File: src/rtl/assert_macros.svh
// ----------------------------------------------------------------------------
// Assertion macros shared by the RTL
// Clocked concurrent checks, with and without reset masking.
// ----------------------------------------------------------------------------
`ifndef ASSERT_MACROS_SVH
`define ASSERT_MACROS_SVH

// check while out of reset
`define DFFP_ASSERT(lbl, prop, msg) \
    lbl: assert property (@(posedge i_clk) disable iff (!i_rst_n) prop) else $error(msg);

// check on every edge, reset included
`define DFFP_ASSERT_ALWAYS(lbl, prop, msg) \
    lbl: assert property (@(posedge i_clk) prop) else $error(msg);

`endif

File: src/rtl/dffp_pkg.sv
// ----------------------------------------------------------------------------
// dffp_pkg
// Types, constants and the CRC-16/CCITT byte step for the frame parser.
// ----------------------------------------------------------------------------
`default_nettype none
package dffp_pkg;

    localparam int MaxPayload = 64;
    localparam int PayAw      = $clog2(MaxPayload);
    localparam int LenW       = $clog2(MaxPayload + 1);

    localparam logic [7:0]  Magic0   = 8'hA5;
    localparam logic [7:0]  Magic1   = 8'h4E;
    localparam logic [7:0]  Version  = 8'h02;
    localparam logic [7:0]  Dollar   = 8'h24;
    localparam logic [7:0]  CharCr   = 8'h0D;
    localparam logic [7:0]  CharLf   = 8'h0A;
    localparam logic [15:0] CrcPoly  = 16'h1021;

    localparam logic [0:0] FmtBinary = 1'b0;
    localparam logic [0:0] FmtText   = 1'b1;
    localparam logic [0:0] CmdByte   = 1'b0;

    typedef enum logic [2:0] {
        PH_SEEK, PH_MAGIC1, PH_HEADER, PH_PAYLOAD, PH_CRCLO, PH_CRCHI, PH_TEXT
    } t_phase;

    typedef enum logic [2:0] {
        ST_BYTE = 3'd0, ST_CRC = 3'd1, ST_LEN = 3'd2, ST_OVF = 3'd3, ST_TMO = 3'd4
    } t_status;

    typedef enum logic [1:0] {
        CFG_TIMEOUT = 2'd0, CFG_CRC_INIT = 2'd1, CFG_TEXT_TYPE = 2'd2
    } t_cfg_idx;

    typedef enum logic [1:0] {B_IDLE, B_READ, B_SHOW} t_bstate;

    // one entry of the front-to-back queue: a whole frame or one error
    typedef struct packed {
        t_status          status;
        logic             fmt;
        logic [7:0]       msg_type;
        logic [7:0]       msg_flags;
        logic [15:0]      seq;
        logic [LenW-1:0]  len;
    } t_job;

    typedef struct packed {
        logic             en;
        logic [PayAw-1:0] addr;
        logic [7:0]       data;
    } t_mem_wr;

    function automatic logic [15:0] crc_byte(input logic [15:0] crc, input logic [7:0] b);
        logic [15:0] c;
        c = crc ^ {b, 8'h00};
        for (int i = 0; i < 8; i++) begin
            c = c[15] ? ({c[14:0], 1'b0} ^ CrcPoly) : {c[14:0], 1'b0};
        end
        return c;
    endfunction

endpackage
`default_nettype wire

File: src/rtl/dffp_front.sv
// ----------------------------------------------------------------------------
// dffp_front
// Accept words, check the gap timeout, parse both formats, queue jobs.
// ----------------------------------------------------------------------------
`default_nettype none
module dffp_front (
    input  wire logic                  i_clk,
    input  wire logic                  i_rst_n,
    input  wire logic                  i_valid,
    output logic                       o_ready,
    input  wire logic                  i_cmd,
    input  wire logic [7:0]            i_byte,
    input  wire logic [31:0]           i_now,
    input  wire logic                  i_cfg_we,
    input  wire logic [1:0]            i_cfg_addr,
    input  wire logic [31:0]           i_cfg_wdata,
    input  wire logic                  i_q_full,
    input  wire logic                  i_frame_done,
    output logic                       o_push,
    output dffp_pkg::t_job             o_job,
    output dffp_pkg::t_mem_wr          o_mem_wr,
    output logic                       o_frame_busy
);

    logic [31:0]                 r_timeout;
    logic [15:0]                 r_crc_init;
    logic [7:0]                  r_text_type;
    dffp_pkg::t_phase            r_phase, n_phase;
    logic                        r_active, n_active;
    logic                        r_busy, n_busy;
    logic [31:0]                 r_last, n_last;
    logic [2:0]                  r_hdr_cnt, n_hdr_cnt;
    logic [7:0]                  r_hdr [7];
    logic [7:0]                  n_hdr [7];
    logic [dffp_pkg::LenW-1:0]   r_pay_cnt, n_pay_cnt;
    logic [7:0]                  r_crc_lo, n_crc_lo;
    logic [15:0]                 r_crc, n_crc;

    logic             w_acc;
    logic             w_tmo;
    logic [31:0]      w_gap;
    dffp_pkg::t_phase w_base;
    logic [15:0]      w_hdr_len;
    logic [15:0]      w_pay_len;
    logic [15:0]      w_crc_step;

    assign o_ready      = !i_q_full && !r_busy;
    assign o_frame_busy = r_busy;
    assign w_acc        = i_valid && o_ready;
    assign w_gap        = i_now - r_last;
    assign w_tmo        = r_active && (w_gap > r_timeout);
    assign w_base       = w_tmo ? dffp_pkg::PH_SEEK : r_phase;
    assign w_hdr_len    = {i_byte, r_hdr[5]};
    assign w_pay_len    = {r_hdr[6], r_hdr[5]};
    assign w_crc_step   = dffp_pkg::crc_byte(r_crc, i_byte);

    always_comb begin
        n_phase   = r_phase;
        n_active  = r_active;
        n_busy    = r_busy;
        n_last    = r_last;
        n_hdr_cnt = r_hdr_cnt;
        n_hdr     = r_hdr;
        n_pay_cnt = r_pay_cnt;
        n_crc_lo  = r_crc_lo;
        n_crc     = r_crc;
        o_push    = 1'b0;
        o_job     = '0;
        o_mem_wr  = '0;
        if (i_frame_done) begin
            n_busy = 1'b0;
        end
        if (w_acc) begin
            if (w_tmo) begin
                o_push       = 1'b1;
                o_job.status = dffp_pkg::ST_TMO;
                o_job.fmt    = (r_phase == dffp_pkg::PH_TEXT);
                n_phase      = dffp_pkg::PH_SEEK;
                n_active     = 1'b0;
            end
            if (i_cmd == dffp_pkg::CmdByte) begin
                n_last = i_now;
                unique case (w_base)
                    dffp_pkg::PH_SEEK, dffp_pkg::PH_MAGIC1: begin
                        if (i_byte == dffp_pkg::Dollar) begin
                            n_phase   = dffp_pkg::PH_TEXT;
                            n_active  = 1'b1;
                            n_pay_cnt = '0;
                        end else if (i_byte == dffp_pkg::Magic0) begin
                            n_phase  = dffp_pkg::PH_MAGIC1;
                            n_active = 1'b1;
                        end else if (w_base == dffp_pkg::PH_MAGIC1 &&
                                     i_byte == dffp_pkg::Magic1) begin
                            n_phase   = dffp_pkg::PH_HEADER;
                            n_active  = 1'b1;
                            n_hdr_cnt = '0;
                            n_pay_cnt = '0;
                            n_crc     = r_crc_init;
                        end else begin
                            n_phase  = dffp_pkg::PH_SEEK;
                            n_active = 1'b0;
                        end
                    end
                    dffp_pkg::PH_TEXT: begin
                        if (i_byte == dffp_pkg::Dollar) begin
                            n_pay_cnt = '0;
                        end else if (i_byte == dffp_pkg::CharCr ||
                                     i_byte == dffp_pkg::CharLf) begin
                            n_phase  = dffp_pkg::PH_SEEK;
                            n_active = 1'b0;
                            if (r_pay_cnt != '0) begin
                                o_push         = 1'b1;
                                o_job.status   = dffp_pkg::ST_BYTE;
                                o_job.fmt      = dffp_pkg::FmtText;
                                o_job.msg_type = r_text_type;
                                o_job.len      = r_pay_cnt;
                                n_busy         = 1'b1;
                            end
                        end else if (r_pay_cnt >= dffp_pkg::LenW'(dffp_pkg::MaxPayload)) begin
                            o_push       = 1'b1;
                            o_job.status = dffp_pkg::ST_OVF;
                            o_job.fmt    = dffp_pkg::FmtText;
                            n_phase      = dffp_pkg::PH_SEEK;
                            n_active     = 1'b0;
                        end else begin
                            o_mem_wr.en   = 1'b1;
                            o_mem_wr.addr = r_pay_cnt[dffp_pkg::PayAw-1:0];
                            o_mem_wr.data = i_byte;
                            n_pay_cnt     = r_pay_cnt + 1'b1;
                        end
                    end
                    dffp_pkg::PH_HEADER: begin
                        n_hdr[r_hdr_cnt] = i_byte;
                        n_hdr_cnt        = r_hdr_cnt + 1'b1;
                        n_crc            = w_crc_step;
                        if (r_hdr_cnt == 3'd6) begin
                            if (r_hdr[0] != dffp_pkg::Version) begin
                                n_phase  = dffp_pkg::PH_SEEK;
                                n_active = 1'b0;
                            end else if (w_hdr_len > 16'(dffp_pkg::MaxPayload)) begin
                                o_push       = 1'b1;
                                o_job.status = dffp_pkg::ST_LEN;
                                o_job.fmt    = dffp_pkg::FmtBinary;
                                n_phase      = dffp_pkg::PH_SEEK;
                                n_active     = 1'b0;
                            end else if (w_hdr_len == '0) begin
                                n_phase = dffp_pkg::PH_CRCLO;
                            end else begin
                                n_phase = dffp_pkg::PH_PAYLOAD;
                            end
                        end
                    end
                    dffp_pkg::PH_PAYLOAD: begin
                        o_mem_wr.en   = 1'b1;
                        o_mem_wr.addr = r_pay_cnt[dffp_pkg::PayAw-1:0];
                        o_mem_wr.data = i_byte;
                        n_pay_cnt     = r_pay_cnt + 1'b1;
                        n_crc         = w_crc_step;
                        if (16'(n_pay_cnt) >= w_pay_len) begin
                            n_phase = dffp_pkg::PH_CRCLO;
                        end
                    end
                    dffp_pkg::PH_CRCLO: begin
                        n_crc_lo = i_byte;
                        n_phase  = dffp_pkg::PH_CRCHI;
                    end
                    dffp_pkg::PH_CRCHI: begin
                        o_push   = 1'b1;
                        n_phase  = dffp_pkg::PH_SEEK;
                        n_active = 1'b0;
                        o_job.fmt = dffp_pkg::FmtBinary;
                        if ({i_byte, r_crc_lo} != r_crc) begin
                            o_job.status = dffp_pkg::ST_CRC;
                        end else begin
                            o_job.status    = dffp_pkg::ST_BYTE;
                            o_job.msg_type  = r_hdr[1];
                            o_job.msg_flags = r_hdr[2];
                            o_job.seq       = {r_hdr[4], r_hdr[3]};
                            o_job.len       = r_pay_cnt;
                            n_busy          = 1'b1;
                        end
                    end
                    default: begin
                        n_phase  = dffp_pkg::PH_SEEK;
                        n_active = 1'b0;
                    end
                endcase
            end
        end
    end

    always_ff @(posedge i_clk) begin
        if (!i_rst_n) begin
            r_phase     <= dffp_pkg::PH_SEEK;
            r_active    <= 1'b0;
            r_busy      <= 1'b0;
            r_hdr_cnt   <= '0;
            r_pay_cnt   <= '0;
            r_timeout   <= 32'd100;
            r_crc_init  <= 16'hFFFF;
            r_text_type <= 8'h00;
        end else begin
            r_phase   <= n_phase;
            r_active  <= n_active;
            r_busy    <= n_busy;
            r_hdr_cnt <= n_hdr_cnt;
            r_pay_cnt <= n_pay_cnt;
            if (i_cfg_we) begin
                unique case (i_cfg_addr)
                    dffp_pkg::CFG_TIMEOUT:   r_timeout   <= i_cfg_wdata;
                    dffp_pkg::CFG_CRC_INIT:  r_crc_init  <= i_cfg_wdata[15:0];
                    dffp_pkg::CFG_TEXT_TYPE: r_text_type <= i_cfg_wdata[7:0];
                    default: ;
                endcase
            end
        end
        r_last   <= n_last;
        r_hdr    <= n_hdr;
        r_crc_lo <= n_crc_lo;
        r_crc    <= n_crc;
    end

endmodule
`default_nettype wire

File: src/rtl/dffp_fifo.sv
// ----------------------------------------------------------------------------
// dffp_fifo
// Two-entry job queue between the parser and the emitter.
// ----------------------------------------------------------------------------
`default_nettype none
module dffp_fifo (
    input  wire logic           i_clk,
    input  wire logic           i_rst_n,
    input  wire logic           i_push,
    input  dffp_pkg::t_job      i_job,
    input  wire logic           i_pop,
    output dffp_pkg::t_job      o_job,
    output logic                o_empty,
    output logic                o_full
);

    dffp_pkg::t_job r_mem [2];
    logic           r_wptr, r_rptr;
    logic [1:0]     r_count;

    assign o_empty = (r_count == 2'd0);
    assign o_full  = (r_count == 2'd2);
    assign o_job   = r_mem[r_rptr];

    always_ff @(posedge i_clk) begin
        if (!i_rst_n) begin
            r_wptr  <= 1'b0;
            r_rptr  <= 1'b0;
            r_count <= 2'd0;
        end else begin
            if (i_push) begin
                r_wptr <= ~r_wptr;
            end
            if (i_pop) begin
                r_rptr <= ~r_rptr;
            end
            r_count <= r_count + {1'b0, i_push} - {1'b0, i_pop};
        end
        if (i_push) begin
            r_mem[r_wptr] <= i_job;
        end
    end

endmodule
`default_nettype wire

File: src/rtl/dffp_back.sv
// ----------------------------------------------------------------------------
// dffp_back
// Hold the payload buffer; pop jobs and play them out as result words.
// ----------------------------------------------------------------------------
`default_nettype none
module dffp_back (
    input  wire logic                  i_clk,
    input  wire logic                  i_rst_n,
    input  dffp_pkg::t_mem_wr          i_mem_wr,
    input  wire logic                  i_q_empty,
    input  dffp_pkg::t_job             i_q_job,
    output logic                       o_pop,
    output logic                       o_frame_done,
    output logic                       o_valid,
    input  wire logic                  i_ready,
    output dffp_pkg::t_job             o_job,
    output logic [dffp_pkg::PayAw-1:0] o_index,
    output logic [7:0]                 o_byte,
    output logic                       o_byte_valid,
    output logic                       o_last
);

    logic [7:0]                  r_mem [dffp_pkg::MaxPayload];
    dffp_pkg::t_bstate           r_state, n_state;
    dffp_pkg::t_job              r_job, n_job;
    logic [dffp_pkg::PayAw-1:0]  r_idx, n_idx;
    logic                        r_bvalid, n_bvalid;
    logic [7:0]                  r_rd_data;
    logic [dffp_pkg::LenW-1:0]   w_next_cnt;

    assign w_next_cnt   = {1'b0, r_idx} + 1'b1;
    assign o_valid      = (r_state == dffp_pkg::B_SHOW);
    assign o_job        = r_job;
    assign o_index      = r_idx;
    assign o_byte_valid = r_bvalid;
    assign o_byte       = r_bvalid ? r_rd_data : 8'h00;
    assign o_last       = !r_bvalid || (w_next_cnt == r_job.len);

    always_comb begin
        n_state      = r_state;
        n_job        = r_job;
        n_idx        = r_idx;
        n_bvalid     = r_bvalid;
        o_pop        = 1'b0;
        o_frame_done = 1'b0;
        unique case (r_state)
            dffp_pkg::B_IDLE: begin
                if (!i_q_empty) begin
                    o_pop = 1'b1;
                    n_job = i_q_job;
                    n_idx = '0;
                    if (i_q_job.status == dffp_pkg::ST_BYTE && i_q_job.len != '0) begin
                        n_bvalid = 1'b1;
                        n_state  = dffp_pkg::B_READ;
                    end else begin
                        n_bvalid = 1'b0;
                        n_state  = dffp_pkg::B_SHOW;
                    end
                end
            end
            dffp_pkg::B_READ: begin
                n_state = dffp_pkg::B_SHOW;
            end
            dffp_pkg::B_SHOW: begin
                if (i_ready) begin
                    if (!o_last) begin
                        n_idx   = r_idx + 1'b1;
                        n_state = dffp_pkg::B_READ;
                    end else begin
                        n_state      = dffp_pkg::B_IDLE;
                        o_frame_done = (r_job.status == dffp_pkg::ST_BYTE);
                    end
                end
            end
            default: n_state = dffp_pkg::B_IDLE;
        endcase
    end

    always_ff @(posedge i_clk) begin
        if (!i_rst_n) begin
            r_state  <= dffp_pkg::B_IDLE;
            r_idx    <= '0;
            r_bvalid <= 1'b0;
        end else begin
            r_state  <= n_state;
            r_idx    <= n_idx;
            r_bvalid <= n_bvalid;
        end
        r_job <= n_job;
    end

    // payload buffer: one write port, one registered read port
    always_ff @(posedge i_clk) begin
        if (i_mem_wr.en) begin
            r_mem[i_mem_wr.addr] <= i_mem_wr.data;
        end
        if (r_state == dffp_pkg::B_READ) begin
            r_rd_data <= r_mem[r_idx];
        end
    end

endmodule
`default_nettype wire

File: src/rtl/dual_format_frame_parser_top.sv
// ----------------------------------------------------------------------------
// dual_format_frame_parser_top
// UART deframer for binary (A5 4E, CRC-16/CCITT) and text ('$' line) frames.
// ----------------------------------------------------------------------------
// Input stream: one word per received byte (tuser = 0) or per poll tick
// (tuser = 1); tdata carries the byte and its millisecond timestamp.
// A free input word is taken while tready is high; the parser updates its state in
// that cycle and queues at most one job (a good frame or an error).
// Output stream: a good frame plays out as one word per payload byte, tlast
// on the final one; an empty binary frame gives one word with byte_valid 0.
// Each error (crc, length, overflow, timeout) gives one word with tlast set.
// Result path: the closing input word queues the job; the emitter pops it
// when idle, then reads each payload byte and shows it (buffer read, then
// show) through the single registered read port of the 64-byte payload buffer.
// While a frame plays out, input is held off (tready low) since the buffer
// is reused by the next frame. Error jobs queue up to two deep behind a
// stalled receiver; a full queue holds off input as well.
// A stalled receiver holds the current result word; nothing is dropped.
// Reset (synchronous, active low) returns to magic search, empties the
// queue and loads timeout 100 ms, crc_init FFFF and text type 0.
// Configuration writes take effect in the cycle after the write; write only while idle.
// ----------------------------------------------------------------------------
`default_nettype none
`include "assert_macros.svh"
module dual_format_frame_parser_top (
    input  wire logic        i_clk,
    input  wire logic        i_rst_n,
    input  wire logic        s_axis_tvalid,
    output logic             s_axis_tready,
    input  wire logic [39:0] s_axis_tdata,   // rx_byte[7:0], now_ms[39:8]
    input  wire logic        s_axis_tuser,   // cmd[0]
    output logic             m_axis_tvalid,
    input  wire logic        m_axis_tready,
    output logic [55:0]      m_axis_tdata,   // msg_type[7:0], msg_flags[15:8],
                                             // sequence_res[31:16], payload_len[38:32],
                                             // byte_index[44:39], payload_byte[52:45],
                                             // byte_valid[53], zero[55:54]
    output logic [3:0]       m_axis_tuser,   // status[2:0], format[3]
    output logic             m_axis_tlast,
    input  wire logic        i_cfg_we,
    input  wire logic [1:0]  i_cfg_addr,
    input  wire logic [31:0] i_cfg_wdata
);

    dffp_pkg::t_job              w_push_job, w_q_job, w_out_job;
    dffp_pkg::t_mem_wr           w_mem_wr;
    logic                        w_push, w_pop, w_q_empty, w_q_full;
    logic                        w_frame_done, w_frame_busy;
    logic [dffp_pkg::PayAw-1:0]  w_index;
    logic [7:0]                  w_byte;
    logic                        w_byte_valid;

    // parse side
    dffp_front u_front (
        .i_clk        (i_clk),
        .i_rst_n      (i_rst_n),
        .i_valid      (s_axis_tvalid),
        .o_ready      (s_axis_tready),
        .i_cmd        (s_axis_tuser),
        .i_byte       (s_axis_tdata[7:0]),
        .i_now        (s_axis_tdata[39:8]),
        .i_cfg_we     (i_cfg_we),
        .i_cfg_addr   (i_cfg_addr),
        .i_cfg_wdata  (i_cfg_wdata),
        .i_q_full     (w_q_full),
        .i_frame_done (w_frame_done),
        .o_push       (w_push),
        .o_job        (w_push_job),
        .o_mem_wr     (w_mem_wr),
        .o_frame_busy (w_frame_busy)
    );

    dffp_fifo u_fifo (
        .i_clk   (i_clk),
        .i_rst_n (i_rst_n),
        .i_push  (w_push),
        .i_job   (w_push_job),
        .i_pop   (w_pop),
        .o_job   (w_q_job),
        .o_empty (w_q_empty),
        .o_full  (w_q_full)
    );

    // emit side
    dffp_back u_back (
        .i_clk        (i_clk),
        .i_rst_n      (i_rst_n),
        .i_mem_wr     (w_mem_wr),
        .i_q_empty    (w_q_empty),
        .i_q_job      (w_q_job),
        .o_pop        (w_pop),
        .o_frame_done (w_frame_done),
        .o_valid      (m_axis_tvalid),
        .i_ready      (m_axis_tready),
        .o_job        (w_out_job),
        .o_index      (w_index),
        .o_byte       (w_byte),
        .o_byte_valid (w_byte_valid),
        .o_last       (m_axis_tlast)
    );

    assign m_axis_tdata = {2'b00, w_byte_valid, w_byte, w_index, w_out_job.len,
                           w_out_job.seq, w_out_job.msg_flags, w_out_job.msg_type};
    assign m_axis_tuser = {w_out_job.fmt, w_out_job.status};

    // no push into a full queue
    `DFFP_ASSERT(a_no_overflow, w_push |-> !w_q_full, "job queue overflow")
    // a frame done pulse only while the parser is held off for that frame
    `DFFP_ASSERT(a_done_busy, w_frame_done |-> w_frame_busy, "frame done without frame")
    // payload words stay inside the frame length
    `DFFP_ASSERT(a_idx_range, (m_axis_tvalid && w_byte_valid) |->
        ({1'b0, w_index} < w_out_job.len), "byte index past length")
    // nothing shown right after reset
    `DFFP_ASSERT_ALWAYS(a_reset_quiet, $past(!i_rst_n) |-> !m_axis_tvalid,
        "output valid after reset")

endmodule
`default_nettype wire

File: config.mk
export PLATFORM = sky130hd
export DESIGN_NAME = dual_format_frame_parser_top
export DESIGN_NICKNAME = d
export VERILOG_FILES = /design/src/rtl/dffp_pkg.sv /design/src/rtl/dffp_front.sv /design/src/rtl/dffp_fifo.sv /design/src/rtl/dffp_back.sv /design/src/rtl/dual_format_frame_parser_top.sv
export VERILOG_INCLUDE_DIRS = /design/src /design/src/rtl
export SDC_FILE = /design/constraint.sdc
export NUM_CORES = 1
export LEC_CHECK = 0
export CORE_UTILIZATION = 55
export DETAILED_ROUTE_END_ITERATION = 12
export DONT_BUFFER_PORTS = 1
export PLACE_DENSITY = 0.7
export SYNTH_ARGS = -nofsm -noshare
export SYNTH_HDL_FRONTEND = slang
export SYNTH_SLANG_ARGS = --single-unit
File: constraint.sdc
create_clock -name i_clk -period 14.7 [get_ports i_clk]
set_input_delay 0.735 -clock i_clk [delete_from_list [all_inputs] [get_ports i_clk]]
set_output_delay 0.735 -clock i_clk [all_outputs]
set_load 0.05 [all_outputs]
==> impl_metrics.ini <==
[logic_synthesis]
ys_top_cells_by_count = edfxtp_1, mux4_2, nand2_1
yosys.area.top_type_share_pct = 64.21
netlist_area_um2 = 35590
synth_enable_flop_cells = 761
ys_dominant_reg_cell = edfxtp_1
synth_cell_type_count = 80
async_flop_share_pct = 0
netlist_instances = 2175
synthTopCellsByArea = edfxtp_1, mux4_2, dfxtp_1, ha_1, mux2_2
syn_area_per_cell_um2 = 16.36
seq_area_frac_synth_pct = 68.99
yosysWarningCount = 0
synth_most_common_cell = edfxtp_1
synth_area_leader_cell = edfxtp_1
ys_ff_latch = 846

[sta]
slew_headroom_pct = 5.035
rsz0062_at_grt = no
maxSlewViolCount = 0
clock.fmax_mhz = 145.5
setup_violations = 0
finClkSkew_ns = 0.03438
holdWs_ns = 0.1983
hold_violations = 0
tightestPinTransition_ns = 1.424
fin_setup_tns_ns = 0
period_share_pct = 46.77
fin_crit_ns = 6.875
setup_slack_ns = 7.825

[drt]
drtAntennaViolNets = 0
viasPerCell = 6.135
num_vias = 19110
totalWireLength_um = 80660
drc_errors = 0
dr.pass1.iters = 5
drt_iter0_drc = 1982
avgRoutedWirePerCell_um = 25.90

[critical_path]
cpPeakStageDelay_ns = 0.95
startpoint_type = flip-flop
crit_type = reg2reg
crit_slowest_cell = nor2_1
crit_path_cell_trace = ha_1 -> inv_1 -> fa_1 -> a21oi_1 -> nor2_1 -> a211o_1 -> a21oi_1 -> o211a_1 -> o31ai_1 -> o41ai_1 -> o311ai_0 -> ha_1 -> nand4_2 -> nor4_2 -> nand3_1 -> nand2_2 -> a31oi_4 -> nor4_2 -> buf_4 -> nand3_1 -> nor2_1
cp_data_arrival_time_ns = 7.13
cp_max_fo = 17
end_kind = flip-flop
worst_ep_required_time_ns = 14.95

[floorplan]
fp.dieW_um = 256.4
core_area_um2 = 63540
die_h_um = 256.4
num_io_pins = 143
row_count = 92
initial_core_util_pct = 56.01
dieArea_um2 = 65730

[clock_tree]
cts_root_buffer = clkbuf_16
tritoncts = built
insertion_delay_ns = 0.63
path_clk_slew_ns = 0.06
hold_buffers = 0
numCtsBuffers = 86
cts_buffer_depth = 3
post_cts_resized = 0
cts_sinks = 846
cts_max_level = 3
postCtsSetupBuffers = 0

[power]
p_per_area_nw_per_um2 = 140.1
power.total_mw = 5.514
vdd_ir_drop_max_v = 0.00008417
power.leakage_nw = 11.47

[run]
cap_violations = 0

[placed_design]
place_congestion = 0.8706
port_buffers = 0
dp_hpwl_um = 51620
pre_cts_ws_ns = 7.543

[grt]
grt_use_total_pct = 24.68
grt_pass1_wl_um = 120300
antenna_found_initial = 3
grt_start_max_net_pins = 95
gr-total-overflow = 0
grt_pass1_vias = 19102

[final_layout]
drive_gt1_share_pct = 18.87
final_nets = 2358
syn_to_final_growth_pct = 10.55
fillers = 4490

[run_status]
status = complete, no violations

[worst_hold_path]
min_path_type = in2reg
==> report_power, final <==
part | internal [mW] | switching (mW) | leakage [nW]
Combinational | 0.213 | 0.298 | 3.54
Clock | 1.24 | 0.897 | 1.35
Sequential | 2.69 | 0.180 | 6.58
==> layout make-up <==
class	count	area [um2]	area share [%]
Clock buffer	105	2296	5.835
Timing Repair Buffer	33	247.7	0.6297
Inverter	100	375.4	0.9540
Antenna cell	1	2.502	0.006360
Multi-Input combinational cell	1133	10330	26.26
Clock inverter	51	469.2	1.193
Sequential cell	846	24560	62.43
Tap cell	846	1059	2.690
==> stage by stage <==
step	std cells	util [%]	cell area, um2
global route	3114	61.92	39340
global placement	2958	57.57	36580
finish	3115	61.92	39350
floorplan	2176	-	35600
detailed placement	2958	57.57	36580
CTS	3114	61.92	39340
==> worst max-delay path: cells and delay by family, from the launching register on <==
kind / cells / cell delay, ns
and+or+nand+nor: 8 / 2.96
adders and majority gates: 3 / 0.94
DFF: 1 / 0.33
buffers and inverters: 2 / 0.31
AOI/OAI and AO/OA: 8 / 1.96
==> registers in the layout, summed over array words and instances, names as in the netlist, 16 cells and up, named ones only <==
register	flops
u_back.r_mem	512
u_fifo.r_mem	86
u_front.r_hdr	56
u_back.o_job	43
u_front.r_last	32
u_front.r_timeout	32
u_front.r_crc	16
u_front.r_crc_init	16
==> path summary, 6_finish.rpt <==
check                                             to                                from  depth (start not counted)  slack (ns)
setup / recovery       u_back.r_mem[29][4]$_DFFE_PP_         u_front.r_last[0]$_DFFE_PP_                         21        7.82
hold / removal          u_front.r_last[13]$_DFFE_PP_                    s_axis_tdata[21]                          0        0.20
setup reg to reg       u_back.r_mem[29][4]$_DFFE_PP_         u_front.r_last[0]$_DFFE_PP_                         21        7.82
hold reg to reg   u_front.r_timeout[22]$_SDFFE_PN0P_  u_front.r_timeout[22]$_SDFFE_PN0P_                          2        0.46
==> cell usage in the layout (no fill, tap or decap), types with 7 or more instances in the layout <==
cell / Yosys / routed
a21boi_0: 34 / 34
a21o_1: 24 / 24
a21oi_1: 49 / 48
a22oi_1: 8 / 8
a31oi_1: 12 / 12
and2_1: 31 / 23
and2_2: 0 / 8
and3_1: 32 / 32
buf_4: 4 / 33
bufinv_16: 0 / 7
clkbuf_1: 70 / 14
clkbuf_16: 0 / 88
clkinv_1: 1 / 16
clkinv_2: 0 / 17
dfxtp_1: 85 / 80
edfxtp_1: 761 / 761
ha_1: 77 / 77
inv_1: 99 / 97
mux2_2: 56 / 56
mux2i_1: 13 / 13
mux4_2: 168 / 168
nand2_1: 146 / 146
nand2b_1: 11 / 11
nand3_1: 48 / 48
nand4_1: 18 / 18
nor2_1: 127 / 124
nor2b_1: 16 / 16
nor3_1: 21 / 20
nor4_1: 12 / 12
o211ai_1: 8 / 8
o21a_1: 10 / 10
o21ai_0: 34 / 34
o21bai_1: 8 / 8
or3_1: 10 / 10
xnor2_1: 57 / 57
xor2_1: 20 / 20
==> metal layers <==
| layer | global-route usage (%) | routed length, um |
|---|---|---|
| met5 | 0 | 47 |
| met1 | 34.81 | 33470 |
| met2 | 38.99 | 38480 |
| met3 | 5.318 | 6887 |
| met4 | 7.126 | 1778 |
==> kinds of logic (layout without fill, tap and decap cells) <==
group	after synthesis	after routing	share of synthesized area (%)
other	1	3	0.01054
buffers and inverters	197	289	2.158
AND/OR/NAND/NOR	510	510	7.052
AO/OA/AOI/OAI	229	229	4.366
flip-flops	846	846	68.99
XOR/XNOR	77	77	1.895
adder cells (fa/ha/maj)	78	78	2.763
multiplexers	237	237	12.77
(Power assumes the default switching activity.)
